--- src/rtl/pse_pkg.sv ---
// Package for the postfix stack evaluator: data widths, token characters,
// status codes and the default stack depth.
// No dependencies; used by rtl/postfix_stack_evaluator.sv.
package pse_pkg;

	// data path
	localparam int DATA_W     = 32;
	localparam int TOKEN_W    = 8;
	localparam int DEPTH_W    = 5;
	localparam int STATUS_W   = 3;
	localparam int STACK_DEF  = 16;

	// token characters
	localparam logic [TOKEN_W-1:0] TOK_ZERO  = 8'h30;
	localparam logic [TOKEN_W-1:0] TOK_NINE  = 8'h39;
	localparam logic [TOKEN_W-1:0] TOK_ADD   = 8'h2B;
	localparam logic [TOKEN_W-1:0] TOK_SUB   = 8'h2D;
	localparam logic [TOKEN_W-1:0] TOK_MUL   = 8'h2A;
	localparam logic [TOKEN_W-1:0] TOK_DIV   = 8'h2F;

	// status codes
	localparam logic [STATUS_W-1:0] ST_OK    = 3'd0;
	localparam logic [STATUS_W-1:0] ST_UNDER = 3'd1;
	localparam logic [STATUS_W-1:0] ST_OVER  = 3'd2;
	localparam logic [STATUS_W-1:0] ST_DIVZ  = 3'd3;
	localparam logic [STATUS_W-1:0] ST_LEFT  = 3'd4;

endpackage

--- src/rtl/postfix_stack_evaluator.sv ---
// Postfix expression evaluator: value stack in a memory, top of stack in a register,
// one shared adder for add, subtract and the divide steps, under a small sequencer.
// Depends on rtl/pse_pkg.sv.
//
// After acceptance a token goes to S_DECODE, then S_FIN for a digit, an error pending or a
// stack that is too short or full; via S_EXEC for + - * unknown characters and divide by zero;
// via S_EXEC, S_DIV (32 divide steps on the shared adder) and S_DIVEND for a division.
// res_valid is registered from S_FIN; no new token is taken before the last is through:
// req_ready is high only while the sequencer is idle, and a held result only stalls S_FIN.
// Reset clears the sequencer, stack depth, sticky status and result valid; the stack memory
// keeps no reset and is only read below the current depth, so no clearing pass is needed.
module postfix_stack_evaluator #(
	parameter int STACK_DEPTH = pse_pkg::STACK_DEF
) (
	input  logic                                   clk,
	input  logic                                   arst_n,
	input  logic                                   req_valid,
	output logic                                   req_ready,
	input  logic [pse_pkg::TOKEN_W-1:0]            token,
	input  logic                                   end_of_expression,
	output logic                                   res_valid,
	input  logic                                   res_ready,
	output logic signed [pse_pkg::DATA_W-1:0]      top_value,
	output logic [pse_pkg::DEPTH_W-1:0]            stack_depth,
	output logic [pse_pkg::STATUS_W-1:0]           status,
	output logic                                   final_res
);
	import pse_pkg::*;

	localparam int DW    = $clog2(STACK_DEPTH + 1);
	localparam int AW    = $clog2(STACK_DEPTH);
	localparam int CNT_W = $clog2(DATA_W);

	localparam logic [2:0] S_IDLE   = 3'd0;
	localparam logic [2:0] S_DECODE = 3'd1;
	localparam logic [2:0] S_EXEC   = 3'd2;
	localparam logic [2:0] S_DIV    = 3'd3;
	localparam logic [2:0] S_DIVEND = 3'd4;
	localparam logic [2:0] S_FIN    = 3'd5;

	logic [2:0]              state_q;
	logic [TOKEN_W-1:0]      tok_q;
	logic                    last_q;
	logic [DW-1:0]           depth_q;
	logic [STATUS_W-1:0]     err_q;
	logic [DATA_W-1:0]       top_q;
	logic [DATA_W-1:0]       rd_q;
	logic [DATA_W-1:0]       mem [STACK_DEPTH];

	// divider state
	logic [DATA_W-1:0]       rem_q;
	logic [DATA_W-1:0]       quo_q;
	logic [DATA_W-1:0]       divisor_q;
	logic                    neg_q;
	logic [CNT_W-1:0]        cnt_q;

	// shared adder
	logic [DATA_W:0]         add_x;
	logic [DATA_W:0]         add_y;
	logic                    add_sub;
	logic [DATA_W:0]         add_sum;

	logic                    is_digit;
	logic [DW-1:0]           depth_m1;
	logic [DW-1:0]           depth_m2;
	logic                    out_free;
	logic [DATA_W-1:0]       mag_a;
	logic [DATA_W-1:0]       mag_b;

	assign req_ready = (state_q == S_IDLE);
	assign out_free  = !res_valid || res_ready;
	assign is_digit  = (tok_q >= TOK_ZERO) && (tok_q <= TOK_NINE);
	assign depth_m1  = depth_q - DW'(1);
	assign depth_m2  = depth_q - DW'(2);
	assign mag_a     = rd_q[DATA_W-1] ? (~rd_q + DATA_W'(1)) : rd_q;
	assign mag_b     = top_q[DATA_W-1] ? (~top_q + DATA_W'(1)) : top_q;

	// select adder operands: divide step trial subtract, else older op newer
	always_comb begin
		if (state_q == S_DIV) begin
			add_x   = {rem_q, quo_q[DATA_W-1]};
			add_y   = {1'b0, divisor_q};
			add_sub = 1'b1;
		end else begin
			add_x   = {1'b0, rd_q};
			add_y   = {1'b0, top_q};
			add_sub = (tok_q == TOK_SUB);
		end
		add_sum = add_x + (add_y ^ {(DATA_W+1){add_sub}}) + (DATA_W+1)'(add_sub);
	end

	// stack memory: push the old top below the new one, read the older operand
	always_ff @(posedge clk) begin
		if (state_q == S_DECODE && err_q == ST_OK && is_digit &&
		    depth_q < DW'(STACK_DEPTH) && depth_q != '0) begin
			mem[depth_m1[AW-1:0]] <= top_q;
		end
		rd_q <= mem[depth_m2[AW-1:0]];
	end

	// result valid: raise at the last step, drop on a transfer
	always_ff @(posedge clk or negedge arst_n) begin
		if (!arst_n) begin
			res_valid <= 1'b0;
		end else begin
			priority if (state_q == S_FIN && out_free) begin
				res_valid <= 1'b1;
			end else if (res_ready) begin
				res_valid <= 1'b0;
			end
		end
	end

	// sequencer
	always_ff @(posedge clk or negedge arst_n) begin
		if (!arst_n) begin
			state_q   <= S_IDLE;
			depth_q   <= '0;
			err_q     <= ST_OK;
		end else begin
			unique case (state_q)
				S_IDLE: begin
					if (req_valid) begin
						tok_q   <= token;
						last_q  <= end_of_expression;
						state_q <= S_DECODE;
					end
				end
				S_DECODE: begin
					if (err_q != ST_OK) begin
						state_q <= S_FIN;
					end else if (is_digit) begin
						state_q <= S_FIN;
						if (depth_q >= DW'(STACK_DEPTH)) begin
							err_q <= ST_OVER;
						end else begin
							top_q   <= DATA_W'(tok_q - TOK_ZERO);
							depth_q <= depth_q + DW'(1);
						end
					end else if (depth_q < DW'(2)) begin
						err_q   <= ST_UNDER;
						state_q <= S_FIN;
					end else begin
						state_q <= S_EXEC;
					end
				end
				S_EXEC: begin
					priority if (tok_q == TOK_DIV) begin
						if (top_q == '0) begin
							err_q   <= ST_DIVZ;
							state_q <= S_FIN;
						end else begin
							rem_q     <= '0;
							quo_q     <= mag_a;
							divisor_q <= mag_b;
							neg_q     <= rd_q[DATA_W-1] ^ top_q[DATA_W-1];
							cnt_q     <= '0;
							state_q   <= S_DIV;
						end
					end else if (tok_q == TOK_ADD || tok_q == TOK_SUB) begin
						top_q   <= add_sum[DATA_W-1:0];
						depth_q <= depth_m1;
						state_q <= S_FIN;
					end else if (tok_q == TOK_MUL) begin
						top_q   <= rd_q * top_q;
						depth_q <= depth_m1;
						state_q <= S_FIN;
					end else begin
						// unknown character keeps the newer value
						depth_q <= depth_m1;
						state_q <= S_FIN;
					end
				end
				S_DIV: begin
					// one restoring step per cycle
					if (!add_sum[DATA_W]) begin
						rem_q <= add_sum[DATA_W-1:0];
						quo_q <= {quo_q[DATA_W-2:0], 1'b1};
					end else begin
						rem_q <= {rem_q[DATA_W-2:0], quo_q[DATA_W-1]};
						quo_q <= {quo_q[DATA_W-2:0], 1'b0};
					end
					cnt_q <= cnt_q + CNT_W'(1);
					if (cnt_q == CNT_W'(DATA_W - 1)) begin
						state_q <= S_DIVEND;
					end
				end
				S_DIVEND: begin
					top_q   <= neg_q ? (~quo_q + DATA_W'(1)) : quo_q;
					depth_q <= depth_m1;
					state_q <= S_FIN;
				end
				S_FIN: begin
					// hold until the result register frees up
					if (out_free) begin
						final_res <= last_q;
						state_q   <= S_IDLE;
						if (last_q) begin
							stack_depth <= '0;
							depth_q     <= '0;
							err_q       <= ST_OK;
							if (err_q != ST_OK) begin
								top_value <= '0;
								status    <= err_q;
							end else if (depth_q == '0) begin
								top_value <= '0;
								status    <= ST_UNDER;
							end else begin
								top_value <= top_q;
								status    <= (depth_q != DW'(1)) ? ST_LEFT : ST_OK;
							end
						end else begin
							stack_depth <= DEPTH_W'(depth_q);
							status      <= err_q;
							top_value   <= (err_q == ST_OK && depth_q != '0) ? top_q : '0;
						end
					end
				end
				default: begin
					state_q <= S_IDLE;
				end
			endcase
		end
	end

endmodule

--- config.mk ---
export PLATFORM = sky130hd
export DESIGN_NAME = postfix_stack_evaluator
export DESIGN_NICKNAME = d
export VERILOG_FILES = /design/src/rtl/pse_pkg.sv /design/src/rtl/postfix_stack_evaluator.sv
export SDC_FILE = /design/constraint.sdc
export NUM_CORES = 2
export LEC_CHECK = 0
export BUFFER_PORTS_ARGS = -buffer_cell sky130_fd_sc_hd__buf_2
export CAP_MARGIN = 40
export CORE_MARGIN = 2
export CORE_UTILIZATION = 37
export CTS_CLUSTER_DIAMETER = 150
export CTS_CLUSTER_SIZE = 12
export DETAILED_ROUTE_END_ITERATION = 6
export SYNTH_ARGS = -nofsm -noshare
export SYNTH_HDL_FRONTEND = slang
export SYNTH_SLANG_ARGS = --single-unit
--- constraint.sdc ---
create_clock -name clk -period 12.3 [get_ports clk]
set_clock_uncertainty 0.05 [all_clocks]
set_input_delay 1.23 -clock clk [delete_from_list [all_inputs] [get_ports clk]]
set_output_delay 1.23 -clock clk [all_outputs]
set_load 0.005 [all_outputs]
==> impl_metrics.csv <==
group,metric,value,unit
route,drc,0,
finish,layout_common_cells,"edfxtp_1, nand2_1, fa_1",
synthesis,synth_fa_ha_area_share,21.2,%
worst_setup_path,crit_type,"flop to flop",
synthesis,synth_seq_cells,739,
timing,max-slew-margin-rel,33.6,%
clock_network,postCtsSetupBuffers,0,
timing,finalSetupTns,0,ns
global_routing,grt-ovfl-total,0,
outcome,status,"finished clean",
finish,fin_cells,5707,
synthesis,yosys.area_share.simple,11.1,%
finish,post-route-util,40.8,%
synthesis,synth_cell_types,76,
worst_setup_path,cp_max_fo,30,
job,cap_violations,0,
worst_setup_path,worst-path-buf-inv,3,
clock_network,clk_latency,0.69,ns
timing,setup_viol,0,
worst_setup_path,r2r_start,"top_q[14]",
floorplan,initial_utilization,37.2,%
synthesis,synthArstFlopShare,1.49,%
finish,syn_to_final_growth,9.81,%
worst_setup_path,ff2ff_setup_slack,4.38,ns
synthesis,synth_edf_count,696,
placed_design,placed_cells,5574,
synthesis,synthMuxAreaShare,8.08,%
global_routing,antenna_found_initial,5,
route,drt_wl_total,134000,µm
synthesis,ys_seq_area_share,44.8,%
floorplan,core_area,131000,µm²
floorplan,rows,133,
clock_network,cts_tree,"yes",
worst_setup_path,path_depth,23,
route,drt-initial-drc-count,2944,
timing,final_max_slew_viol_count,0,
route,ant_nets,0,
synthesis,synth_top_area_cell,"edfxtp_1",
clock_network,cts-root-buf,"clkbuf_16",
finish,layout_commonest_cell,"edfxtp_1",
route,wl_per_cell,23.5,µm
worst_setup_path,path_cells,"buf_4 -> and2_1 -> fa_1 -> fa_1 -> inv_1 -> fa_1 -> inv_1 -> fa_1 -> fa_1 -> fa_1 -> fa_1 -> fa_1 -> ha_1 -> nand3_1 -> nor2_1 -> nand3_1 -> a2111oi_0 -> o31ai_1 -> nand3_1 -> a21o_1 -> a21oi_1 -> a31oi_1 -> o221ai_1",
floorplan,ios,56,
worst_setup_path,rr_worst_depth,23,
timing,fin_crit_sh,64.4,%
finish,layout-drive-gt1-share,11.2,%
timing,rsz0062_at_grt,"false",
placed_design,dp_slack,4.42,ns
clock_network,cts.clk_slew.worst_paths,0.07,ns
clock_network,cts.sinks,739,
global_routing,grt_start_max_net_pins,100,
worst_setup_path,worstPathRequired,12.60,ns
worst_setup_path,start_kind,"flop",
clock_network,cts_buffer_depth,3,
synthesis,synth_top_area_share,42.9,%
placed_design,hpwl,85700,µm
global_routing,grt_usage,20.2,%
floorplan,fp.dieH,367,µm
global_routing,grt_pass1_vias,31900,
synthesis,synth_area_per_cell,12.5,µm²
synthesis,synth-compound-area-share,5.44,%
worst_setup_path,worst_path_max_delay_cell,"edfxtp_1",
synthesis,synthesis.area,48700,µm²
route,vias_per_cell,5.37,
timing,tightest_slew,0.996,ns
synthesis,yosysWarnings,0,
floorplan,die_x,367,µm
timing,fin_ws,4.38,ns
synthesis,ys.flop_type,"edfxtp_1",
worst_setup_path,max_stage_delay,0.83,ns
route,detail_route.first_pass.iterations,6,
floorplan,dieArea,134000,µm²
global_routing,grt_pass1_wl,204000,µm
route,vias,30600,
worst_setup_path,cp-end-kind,"flop",
synthesis,synth_xor_xnor_area_share,4.35,%
synthesis,synth.area.top_cells,"edfxtp_1, fa_1, mux4_2",
placed_design,place.gp.congestion,0.872,
synthesis,synth_fp_nets,4500,
clock_network,holdBufCountCts,0,
min_path,holdCritPathClass,"input port to asynchronous set/reset pin",
synthesis,postSynthCellCount,3907,
timing,hold_violations,0,
placed_design,port_buffers,55,
worst_setup_path,crit_top_cell,"fa_1",
worst_setup_path,arrival,8.22,ns
timing,period_needed,7.92,ns
finish,fin_nets,4485,
worst_setup_path,cpLargestDelayFamily,"adder cells",
worst_setup_path,rr_endpoint,"top_q[31]",
timing,fmax,126,MHz
clock_network,cts_resized,0,
synthesis,synth_top_family_by_area,"adder cells",
clock_network,cts_buffers,71,
clock_network,htreeDepth,3,
synth_stat cells, drive strengths merged (18+ instances only):
master,count
fa,409
nor3,20
xor2,108
mux2i,32
inv,407
nor2,126
nand2,460
a21oi,78
xnor2,131
clkbuf,217
o31ai,31
ha,171
nand3,27
or3,18
and2,344
a21o,31
o21ai,147
mux4,160
dfxtp,32
buf,26
edfxtp,696
routing by layer:
| metal | GRT usage (%) | routed length, µm |
|---|---|---|
| met1 | 27.4 | 56100 |
| met2 | 33.4 | 64600 |
| met3 | 2.85 | 9230 |
| met4 | 6.45 | 4150 |
| met5 | 0 | 0 |
state kept, by name (all words and copies together) (netlist names):
signal       count
last_q           1
tok_q            8
err_q            2
mem            512
top_value       32
rem_q           32
neg_q            1
top_q           32
stack_depth      5
depth_q          5
rd_q            32
state_q          3
status           3
quo_q           32
res_valid        1
divisor_q       32
final_res        1
cnt_q            5
per-stage QoR:
stage | instance area [µm²] | hold WS (ns)
after floorplan | 48700 | 0.374
after global placement | 51100 | 0.517
after detailed placement | 51300 | 0.532
after CTS | 53400 | 0.366
after global routing | 53400 | 0.392
final | 53500 | 0.408
worst max path at each step:
| stage | slack (ns) | endpoint | start |
|---|---|---|---|
| 3_3_place_gp | 4.45 | top_q[31] | rd_q[14] |
| 5_1_grt | 3.90 | top_q[31] | top_q[3] |
| 2_1_floorplan | 2.61 | cnt_q[0] | top_q[0] |
| 3_5_place_dp | 4.42 | top_q[31] | top_q[14] |
| 4_1_cts | 4.36 | top_q[31] | top_q[14] |
| 6_report | 4.38 | top_q[31] | top_q[14] |
worst register-to-register path, cell delays in order (launching register included):
cell       delay (ns)
edfxtp_1         0.83
buf_4            0.46
and2_1           0.22
fa_1             0.42
fa_1             0.53
inv_1            0.05
fa_1             0.48
inv_1            0.05
fa_1             0.42
fa_1             0.47
fa_1             0.57
fa_1             0.43
fa_1             0.46
ha_1             0.36
nand3_1          0.15
nor2_1           0.18
nand3_1          0.09
a2111oi_0        0.59
o31ai_1          0.20
nand3_1          0.14
a21o_1           0.12
a21oi_1          0.05
a31oi_1          0.15
o221ai_1         0.12
cells by family after synthesis:
family | Yosys count
muxes | 193
adders and majority gates | 580
and+or+nand+nor | 1091
AOI/OAI and AO/OA | 413
xor gates and xnor gates | 240
buffers and inverters | 651
DFF | 739
final cells by class:
class | count | area, µm²
fillers | 12200 | 77500
well taps | 1755 | 2200
multi-input cells | 2517 | 24600
clock inverters | 8 | 184
inverters | 408 | 1530
repair buffers | 155 | 1150
diodes | 1 | 2.50
flip-flops and latches | 739 | 21800
clock buffers | 124 | 1980
Power is left out: the tool's default activity adds up to more than one toggle a clock period on the data nets, which glitch-free logic cannot reach.
